==> src/design/piano_note_interval_tracker_macros.svh <==
// ----------------------------------------------------------------------------
// Piano note interval tracker: assertion macros
// Short forms for clocked assertions, disabled while reset is low.
// ----------------------------------------------------------------------------
`ifndef PIANO_NOTE_INTERVAL_TRACKER_MACROS_SVH
`define PIANO_NOTE_INTERVAL_TRACKER_MACROS_SVH

// Condition that must hold at every edge outside reset
`define PNIT_ASSERT(label, cond, msg) \
    label: assert property (@(posedge i_clk) disable iff (!i_rst_n) (cond)) else $error(msg);

// Antecedent at one edge implies the consequent at the next
`define PNIT_ASSERT_NEXT(label, ante, cons, msg) \
    label: assert property (@(posedge i_clk) disable iff (!i_rst_n) (ante) |=> (cons)) \
        else $error(msg);

`endif

==> src/design/pnit_pkg.sv <==
// ----------------------------------------------------------------------------
// Piano note interval tracker package
// Field widths, register map, reset values and default parameters.
// ----------------------------------------------------------------------------
package pnit_pkg;

    localparam int NUM_PITCHES_DEF = 88;
    localparam int FRAME_BITS_DEF  = 20;

    localparam int PITCH_W     = 7;
    localparam int PROB_W      = 8;
    localparam int VEL_W       = 7;
    localparam int OUT_FRAME_W = 20;
    localparam int APB_ADDR_W  = 4;
    localparam int APB_DATA_W  = 32;

    typedef enum logic [1:0] {
        REG_PROB_THRESHOLD  = 2'd0,
        REG_VELOCITY_SCALE  = 2'd1,
        REG_VELOCITY_OFFSET = 2'd2
    } t_reg_idx;

    localparam logic [PROB_W-1:0] THRESHOLD_RST = 8'd128;
    localparam logic [VEL_W-1:0]  SCALE_RST     = 7'd80;
    localparam logic [VEL_W-1:0]  OFFSET_RST    = 7'd10;
    localparam logic [VEL_W-1:0]  VEL_MAX       = 7'd127;

endpackage

==> src/design/piano_note_interval_tracker.sv <==
// A finished note is registered in the input stage, then in the result register.
// Throughput: one item per cycle; the input stage stalls only while it has a note to
// deliver and the result register is full and not being taken.
// Reset (synchronous, active low): registers to reset values, all notes inactive,
// frame counter zero. Start/velocity memories are not cleared: entries are used only
// for active pitches, which have always been written, so no clearing pass is needed.
// ----------------------------------------------------------------------------
// Piano note interval tracker
// Turns a frame-major stream of per-pitch onset/frame/volume probabilities into
// finished notes (pitch, start frame, end frame, velocity).
// ----------------------------------------------------------------------------
module piano_note_interval_tracker #(
    parameter int NUM_PITCHES = pnit_pkg::NUM_PITCHES_DEF,
    parameter int FRAME_BITS  = pnit_pkg::FRAME_BITS_DEF
) (
    input  logic                              i_clk,
    input  logic                              i_rst_n,
    // configuration
    input  logic                              psel,
    input  logic                              penable,
    input  logic                              pwrite,
    input  logic [pnit_pkg::APB_ADDR_W-1:0]   paddr,
    input  logic [pnit_pkg::APB_DATA_W-1:0]   pwdata,
    output logic [pnit_pkg::APB_DATA_W-1:0]   prdata,
    output logic                              pready,
    // input channel
    input  logic                              i_in_valid,
    output logic                              o_in_ready,
    input  logic                              i_start_of_piece,
    input  logic [pnit_pkg::PITCH_W-1:0]      i_pitch,
    input  logic [pnit_pkg::PROB_W-1:0]       i_onset_prob,
    input  logic [pnit_pkg::PROB_W-1:0]       i_frame_prob,
    input  logic [pnit_pkg::PROB_W-1:0]       i_volume_prob,
    // result channel
    output logic                              o_out_valid,
    input  logic                              i_out_ready,
    output logic [pnit_pkg::PITCH_W-1:0]      o_note_pitch,
    output logic [pnit_pkg::OUT_FRAME_W-1:0]  o_start_frame,
    output logic [pnit_pkg::OUT_FRAME_W-1:0]  o_end_frame,
    output logic [pnit_pkg::VEL_W-1:0]        o_velocity
);

    import pnit_pkg::*;

    localparam int IDX_W = (NUM_PITCHES > 1) ? $clog2(NUM_PITCHES) : 1;
    localparam logic [PITCH_W:0]     NUM_P_EXT  = (PITCH_W+1)'(NUM_PITCHES);
    localparam logic [PITCH_W-1:0]   LAST_PITCH = PITCH_W'(NUM_PITCHES - 1);
    localparam logic [FRAME_BITS-1:0] FRAME_MAX = {FRAME_BITS{1'b1}};

    // configuration registers
    logic [PROB_W-1:0] r_prob_threshold;
    logic [VEL_W-1:0]  r_velocity_scale;
    logic [VEL_W-1:0]  r_velocity_offset;
    logic              cfg_wr;

    // input stage
    logic                   r_vld;
    logic                   r_start;
    logic [PITCH_W-1:0]     r_pitch;
    logic [PROB_W-1:0]      r_onset;
    logic [PROB_W-1:0]      r_frame;
    logic [PROB_W-1:0]      r_volume;
    logic [OUT_FRAME_W-1:0] r_rd_start;
    logic [VEL_W-1:0]       r_rd_vel;

    // per-pitch state
    logic [NUM_PITCHES-1:0] r_active,   n_active;
    logic [NUM_PITCHES-1:0] r_prev_low, n_prev_low;
    logic [FRAME_BITS-1:0]  r_frame_cnt, n_frame_cnt;
    logic [OUT_FRAME_W-1:0] mem_start [NUM_PITCHES];
    logic [VEL_W-1:0]       mem_vel   [NUM_PITCHES];

    // result register
    logic                   r_out_vld;
    logic [PITCH_W-1:0]     r_out_pitch;
    logic [OUT_FRAME_W-1:0] r_out_start;
    logic [OUT_FRAME_W-1:0] r_out_end;
    logic [VEL_W-1:0]       r_out_vel;

    // decision logic
    logic                   in_accept;
    logic                   fire;
    logic                   in_range;
    logic [IDX_W-1:0]       idx;
    logic                   act_cur;
    logic                   prev_low;
    logic                   onset_high;
    logic                   is_active;
    logic                   start_new;
    logic                   retrig;
    logic                   end_note;
    logic                   emit;
    logic                   mem_wr;
    logic                   fwd;
    logic [FRAME_BITS-1:0]  fc_eff;
    logic [OUT_FRAME_W+FRAME_BITS-1:0] fc_ext;
    logic [OUT_FRAME_W-1:0] fc_out;
    logic [14:0]            vel_prod;
    logic [VEL_W:0]         vel_sum;
    logic [VEL_W-1:0]       vel_new;

    // ------------------------------------------------------------------------
    // Configuration port
    // ------------------------------------------------------------------------
    assign pready = 1'b1;
    assign cfg_wr = psel && penable && pwrite && pready;

    always_ff @(posedge i_clk) begin
        if (!i_rst_n) begin
            r_prob_threshold  <= THRESHOLD_RST;
            r_velocity_scale  <= SCALE_RST;
            r_velocity_offset <= OFFSET_RST;
        end else if (cfg_wr) begin
            case (t_reg_idx'(paddr[3:2]))
                REG_PROB_THRESHOLD:  r_prob_threshold  <= pwdata[PROB_W-1:0];
                REG_VELOCITY_SCALE:  r_velocity_scale  <= pwdata[VEL_W-1:0];
                REG_VELOCITY_OFFSET: r_velocity_offset <= pwdata[VEL_W-1:0];
                default: ;
            endcase
        end
    end

    always_comb begin
        case (t_reg_idx'(paddr[3:2]))
            REG_PROB_THRESHOLD:  prdata = APB_DATA_W'(r_prob_threshold);
            REG_VELOCITY_SCALE:  prdata = APB_DATA_W'(r_velocity_scale);
            REG_VELOCITY_OFFSET: prdata = APB_DATA_W'(r_velocity_offset);
            default:             prdata = '0;
        endcase
    end

    // ------------------------------------------------------------------------
    // Note decision for the item in the input stage
    // ------------------------------------------------------------------------
    assign in_range   = {1'b0, r_pitch} < NUM_P_EXT;
    assign idx        = r_pitch[IDX_W-1:0];
    // a start flag clears all note state before this item is looked at
    assign act_cur    = r_start ? 1'b0 : (in_range && r_active[idx]);
    assign prev_low   = r_start ? 1'b1 : (!in_range || r_prev_low[idx]);
    assign onset_high = r_onset > r_prob_threshold;
    assign is_active  = onset_high || (r_frame > r_prob_threshold);

    assign start_new  = in_range && is_active && !act_cur && onset_high;
    assign retrig     = in_range && is_active && act_cur && onset_high && prev_low;
    assign end_note   = in_range && !is_active && act_cur;
    assign emit       = retrig || end_note;
    assign mem_wr     = fire && (start_new || retrig);

    assign fc_eff     = r_start ? '0 : r_frame_cnt;
    assign fc_ext     = {{OUT_FRAME_W{1'b0}}, fc_eff};
    assign fc_out     = fc_ext[OUT_FRAME_W-1:0];

    assign vel_prod   = 15'(r_volume) * 15'(r_velocity_scale);
    assign vel_sum    = {1'b0, r_velocity_offset} + {1'b0, vel_prod[14:8]};
    assign vel_new    = vel_sum[VEL_W] ? VEL_MAX : vel_sum[VEL_W-1:0];

    // hold the stage only when a note is due and the result register is blocked
    assign fire       = r_vld && (!emit || !r_out_vld || i_out_ready);
    assign o_in_ready = !r_vld || fire;
    assign in_accept  = i_in_valid && o_in_ready;

    always_comb begin
        n_active    = r_active;
        n_prev_low  = r_prev_low;
        n_frame_cnt = r_frame_cnt;
        if (fire) begin
            if (r_start) begin
                n_active    = '0;
                n_prev_low  = '1;
                n_frame_cnt = '0;
            end
            if (in_range) begin
                n_active[idx]   = act_cur ? is_active : start_new;
                n_prev_low[idx] = r_onset < r_prob_threshold;
                if (r_pitch == LAST_PITCH && fc_eff != FRAME_MAX) begin
                    n_frame_cnt = fc_eff + 1'b1;
                end
            end
        end
    end

    always_ff @(posedge i_clk) begin
        if (!i_rst_n) begin
            r_active    <= '0;
            r_prev_low  <= '1;
            r_frame_cnt <= '0;
        end else begin
            r_active    <= n_active;
            r_prev_low  <= n_prev_low;
            r_frame_cnt <= n_frame_cnt;
        end
    end

    // ------------------------------------------------------------------------
    // Input stage and note memories
    // ------------------------------------------------------------------------
    always_ff @(posedge i_clk) begin
        if (!i_rst_n) begin
            r_vld <= 1'b0;
        end else if (o_in_ready) begin
            r_vld <= i_in_valid;
        end
    end

    always_ff @(posedge i_clk) begin
        if (in_accept) begin
            r_start  <= i_start_of_piece;
            r_pitch  <= i_pitch;
            r_onset  <= i_onset_prob;
            r_frame  <= i_frame_prob;
            r_volume <= i_volume_prob;
        end
    end

    always_ff @(posedge i_clk) begin
        if (mem_wr) begin
            mem_start[idx] <= fc_out;
            mem_vel[idx]   <= vel_new;
        end
    end

    // forward a write landing in the same cycle as the read of that pitch
    assign fwd = mem_wr && (idx == i_pitch[IDX_W-1:0]);

    always_ff @(posedge i_clk) begin
        if (in_accept) begin
            if (fwd) begin
                r_rd_start <= fc_out;
                r_rd_vel   <= vel_new;
            end else begin
                r_rd_start <= mem_start[i_pitch[IDX_W-1:0]];
                r_rd_vel   <= mem_vel[i_pitch[IDX_W-1:0]];
            end
        end
    end

    // ------------------------------------------------------------------------
    // Result register
    // ------------------------------------------------------------------------
    always_ff @(posedge i_clk) begin
        if (!i_rst_n) begin
            r_out_vld <= 1'b0;
        end else if (fire && emit) begin
            r_out_vld <= 1'b1;
        end else if (i_out_ready) begin
            r_out_vld <= 1'b0;
        end
    end

    always_ff @(posedge i_clk) begin
        if (fire && emit) begin
            r_out_pitch <= r_pitch;
            r_out_start <= r_rd_start;
            r_out_end   <= fc_out;
            r_out_vel   <= r_rd_vel;
        end
    end

    assign o_out_valid   = r_out_vld;
    assign o_note_pitch  = r_out_pitch;
    assign o_start_frame = r_out_start;
    assign o_end_frame   = r_out_end;
    assign o_velocity    = r_out_vel;

    // ------------------------------------------------------------------------
    // Assertions
    // ------------------------------------------------------------------------
`include "piano_note_interval_tracker_macros.svh"

    `PNIT_ASSERT_NEXT(a_emit_lands, fire && emit, r_out_vld, "finished note not presented")
    `PNIT_ASSERT_NEXT(a_frame_mono, fire && !r_start,
                      r_frame_cnt >= $past(r_frame_cnt), "frame counter went back")
    `PNIT_ASSERT_NEXT(a_write_active, mem_wr, r_active[$past(idx)],
                      "note memory written for an inactive pitch")

endmodule
==> config.mk <==
export PLATFORM = sky130hd
export DESIGN_NAME = piano_note_interval_tracker
export DESIGN_NICKNAME = d
export VERILOG_FILES = /design/src/design/pnit_pkg.sv /design/src/design/piano_note_interval_tracker.sv
export VERILOG_INCLUDE_DIRS = /design/src /design/src/design
export SDC_FILE = /design/constraint.sdc
export NUM_CORES = 2
export LEC_CHECK = 0
export ABC_CLOCK_PERIOD_IN_PS = 11400
export BUFFER_PORTS_ARGS = -buffer_cell sky130_fd_sc_hd__buf_2
export CAP_MARGIN = 30
export CORE_MARGIN = 4
export CORE_UTILIZATION = 45
export DETAILED_ROUTE_END_ITERATION = 8
export SLEW_MARGIN = 20
export SYNTH_ARGS = -nofsm -noshare
export SYNTH_HDL_FRONTEND = slang
export SYNTH_SLANG_ARGS = --single-unit
==> constraint.sdc <==
create_clock -name i_clk -period 11.4 [get_ports i_clk]
set_clock_uncertainty 0.15 [all_clocks]
set_input_delay 1.14 -clock i_clk [delete_from_list [all_inputs] [get_ports i_clk]]
set_output_delay 1.14 -clock i_clk [all_outputs]
set_load 0.01 [all_outputs]
# Yosys cells after proc, flatten, opt, wreduce, memory -nomap -nowiden
# Memory sizes are Yosys's and may differ from the RTL's. A register that Yosys moved wholly into a read port is not among the register bits.
# Index checks and enable logic that the tools add are counted.
[totals]
ramBits = 2376
elab_cells = 93
reg_bits = 306
memories = 2
[classes]
n_mux = 26
reduce_logical = 35
order_cmp = 6
eq_ne = 4
mul = 1
n_addsub = 2
[mem_list]
columns = ["memory", "words", "word_bits", "read_ports", "rd_clocked_by_memory_dff", "write_ports", "line_no", "text"]
rows = [
  ["mem_start", 88, 20, 1, 1, 1, "piano_note_interval_tracker.sv:70", "logic [OUT_FRAME_W-1:0] mem_start [NUM_PITCHES];"],
  ["mem_vel", 88, 7, 1, 1, 1, "piano_note_interval_tracker.sv:71", "logic [VEL_W-1:0] mem_vel [NUM_PITCHES];"],
]
[ops]
columns = ["cell", "count"]
rows = [
  ["2-to-1 mux 88 bit", 6],
  ["bitwise mux 88 bit", 2],
  ["2-to-1 mux 20 bit", 3],
  ["one-hot mux 8 bit (3 select lines)", 1],
  ["adder 20 x 1 -> 20 bit (second input constant)", 1],
  ["inequality test 20 bit (second input constant)", 1],
  ["logical AND 1 bit", 17],
  ["> comparator 8 bit", 2],
  ["multiplier 8 x 7 -> 15 bit", 1],
  ["binary-select mux 1 bit (select 7 bit)", 2],
  ["2-to-1 mux 1 bit", 10],
  ["adder 7 x 7 -> 8 bit", 1],
  ["< comparator 7 x 8 -> 1 bit (second input constant)", 1],
  ["< comparator 8 bit", 1],
  ["demux 1 bit (select 7 bit)", 1],
  ["equality test 7 bit (second input constant)", 1],
  ["greater-or-equal comparator 7 x 1 -> 1 bit (second input constant)", 1],
  ["logical OR 1 bit", 7],
  ["< comparator 7 bit (second input constant)", 1],
  ["2-to-1 mux 7 bit", 1],
  ["logical NOT 1 bit", 6],
  ["AND reduction 2 bit", 3],
  ["equality test 2 x 1 -> 1 bit (second input constant)", 1],
  ["equality test 2 bit (second input constant)", 1],
  ["other kinds (2)", 2],
]

# Longest topological paths before layout
[logic_depth]
depth_word = 15
mapped_depth = 26
ltp_nobuf = 25

# Least setup slack after synthesis
# No wires, ideal clock.
[synth_timing]
kind = "reg2reg"
from = "register r_volume[5]"
to = "memory mem_vel[0][2], data pin"
path_stages_with_launch = 18
synth_period_minus_slack_ps = 8778
t_required_ps = 10353
arrival_time_ps = 7731
n_path_buf = 0
setup_slack_ps = 2622
setup_time_ps = 897
cell_sequence = "edfxtp_1 -> and2_1 -> fa_1 -> inv_1 -> fa_1 -> inv_1 -> fa_1 -> fa_1 -> ha_1 -> a21o_1 -> a21oi_1 -> nand2b_1 -> inv_1 -> o21ai_0 -> nand2_1 -> fa_1 -> nor2b_1 -> o21ai_0"
[synth_via]
elab_chain_cells = 3
[synth_rtl]
columns = ["item", "line_no", "text"]
rows = [
  ["from (decl)", "piano_note_interval_tracker.sv:62", "logic [PROB_W-1:0] r_volume;"],
  ["from (signal assigned)", "piano_note_interval_tracker.sv:211", "r_volume <= i_volume_prob;"],
  ["multiplier 8 x 7 -> 15 bit", "piano_note_interval_tracker.sv:153", "assign vel_prod = 15'(r_volume) * 15'(r_velocity_scale);"],
  ["adder 7 x 7 -> 8 bit", "piano_note_interval_tracker.sv:154", "assign vel_sum = {1'b0, r_velocity_offset} + {1'b0, vel_prod[14:8]};"],
  ["2-to-1 mux 7 bit", "piano_note_interval_tracker.sv:155", "assign vel_new = vel_sum[VEL_W] ? VEL_MAX : vel_sum[VEL_W-1:0];"],
  ["via vel_new[2]", "piano_note_interval_tracker.sv:100", "logic [VEL_W-1:0] vel_new;"],
  ["to (decl)", "piano_note_interval_tracker.sv:71", ""],
]
# The timed path passes the listed nets, and every way through them passes these cells.

==> results.txt <==
layout cells sized above 1: 28.05%
Compound-Gate Fraction of Synth Area: 3.758%
vias in the first global route: 55210
Cells after DPL: 8473
footprint of the multi-input gates: 27270 um2
I/O Pins: 164
max_slew headroom: 24.96%
DRT Pass-1 Iters: 6
htree depth: 5
CTS tree: done
I/O Buffers: 112
transition time of the tightest slew-check pin: 1.123 ns
chip width: 496.8 um
largest net degree at the start of global routing: 111
crit path time final: 7.124 ns
CTS Buf Count: 291
Die Span Y: 496.8 um
Reg clk slew, reported paths: 0.06 ns
sequential fraction of the synthesis area: 73.62%
setup TNS: 0 ns
WL final: 294.5 mm
CTS root buf: clkbuf_16
Arr. time, crit path: 7.58 ns
peak supply drop: 0.0001426 V
adder-cell area share of the yosys netlist: 1.180%
asr flop ratio synth: 0%
Slowest cell on crit path: fa_1
Max clock buf depth: 4
Filler Cell Count: 18750
post-synthesis mux area share: 17.03%
core footprint: 237900 um2
mapped cell area: 107500 um2
Seq cells post-synth: 2709
Setup violations, final: 0
clk_lat worst skew: 0.92 ns
Final period util: 62.49%
Worst Path Max Fanout: 57
global placer's final weighted congestion: 0.8486
vias: 55360
Mapped Cells: 5320
Power, Total: 21490 uW
Fin. Hold Viols: 0
leak pwr: 0.03491 uW
CP endpoint kind: register
Pwr Density: 175.6 nW/um2
Post-CTS Resized: 0
synthesized area per cell: 20.21 um2
Synth Area in XOR/XNOR: 0.1385%
register area: 79150 um2
most frequent cells in the layout: edfxtp_1, mux4_2, clkbuf_16
post-synthesis cell type count: 74
CTS sink cnt: 2709
WP data required: 11.86 ns
ys flop type: edfxtp_1
initial core utilization: 45.20%
simple-gate portion of the synthesized area: 2.310%
Global Route Usage Sum: 23.80%
synthesis-to-layout area growth: 13.85%
pins over their slew limit: 0
number of vias per cell: 6.155
Startpoint Class: register
routed len/inst: 32.74 um
final net count: 5767
first-pass GRT wire length: 414.0 mm
Max Cap Violations: 0
DR DRC count: 0
Synth warnings: 0
Std-Cell Rows: 179
status: finished, final reports clean
CP top delay family: adder cells
largest stage delay on the critical path: 0.53 ns
kind of critical path: register to register
post-CTS setup buffers: 0
final std cells w/o fill: 8994
Buf/Inv on CP: 5
DP HPWL: 164.6 mm
RSZ-0062 raised after global routing: no
Final ANT Viol Nets: 0
initial antenna violation count: 25
fmax: 0.1404 GHz
CTS Hold Bufs: 0
main combinational cell family by area after synthesis: multiplexers
most common cell after layout, fill and taps aside: edfxtp_1
EDFF count, synth: 2489
Worst Hold Class: input pin to register
grt ovf: 0
initial drt markers: 7340
die footprint: 246800 um2
[state kept, by name, summed over array words and instances, names as in the netlist, 20 cells and up]
name	flops
r_frame_cnt	20
r_active	88
mem_start	1760
mem_vel	616
o_start_frame	20
o_end_frame	20
r_rd_start	20
r_prev_low	88
[cells in the mapped netlist (all sizes together), types with 96 or more instances]
| cell type | instances | area, um2 |
|---|---|---|
| a21oi | 149 | 745.7 |
| buf | 165 | 875.8 |
| clkbuf | 188 | 705.7 |
| dfxtp | 220 | 4404 |
| edfxtp | 2489 | 74740 |
| inv | 140 | 525.5 |
| mux2i | 102 | 1021 |
| mux4 | 760 | 17120 |
| nand2 | 167 | 626.9 |
| nor2 | 168 | 638.1 |
| o21ai | 149 | 745.7 |
| o22ai | 96 | 725.7 |
[layout make-up]
cell class	count	area share, %
Sequential cell	2709	64.66
Multi-Input combinational cell	2141	22.28
Clock buffer	359	6.287
Tap cell	3167	3.237
Timing Repair Buffer	325	2.124
Clock inverter	138	0.9476
Inverter	140	0.4293
Antenna cell	15	0.03067
[logic make-up after synthesis]
logic type | Yosys count
DFF | 2709
muxes | 877
AOI/OAI and AO/OA | 608
and+or+nand+nor | 530
buffers and inverters | 493
adders and majority gates | 84
xor gates and xnor gates | 17
other | 2
[power by group]
group / switching [uW] / internal (uW) / total [uW]
Clock: 3750 / 5200 / 8950
Combinational: 976 / 386 / 1360
Sequential: 15.8 / 11200 / 11200
Total: 4740 / 16800 / 21500
[routing by layer]
layer,part of all wire [%],GRT usage [%]
met1,39,32.90
met2,48,38.01
met3,9.1,5.227
met4,3.4,7.637
met5,0.018,0
[final timing paths]
check	start	to	slack (ns)	cells after the start
worst max register to register	r_volume[5]	r_rd_vel[6]	4.28	26
worst min-delay path	i_volume_prob[1]	r_volume[1]	0.25	1
worst min register to register	r_rd_start[2]	o_start_frame[2]	0.27	0
worst max-delay path	r_volume[5]	r_rd_vel[6]	4.28	26
[stage by stage]
step / cell area, um2 / utilization [%] / setup slack [ns] / hold slack [ns]
3_5_place_dp: 113300 / 47.64 / 4.313 / 0.2545
5_1_grt: 122400 / 51.45 / 3.796 / 0.2050
3_3_place_gp: 113100 / 47.53 / 4.269 / 0.2572
4_1_cts: 122200 / 51.36 / 4.273 / 0.1886
6_report: 122400 / 51.46 / 4.276 / 0.2527
2_1_floorplan: 107600 / - / 2.622 / 0.2503
Power figures use the tool's default switching activity.
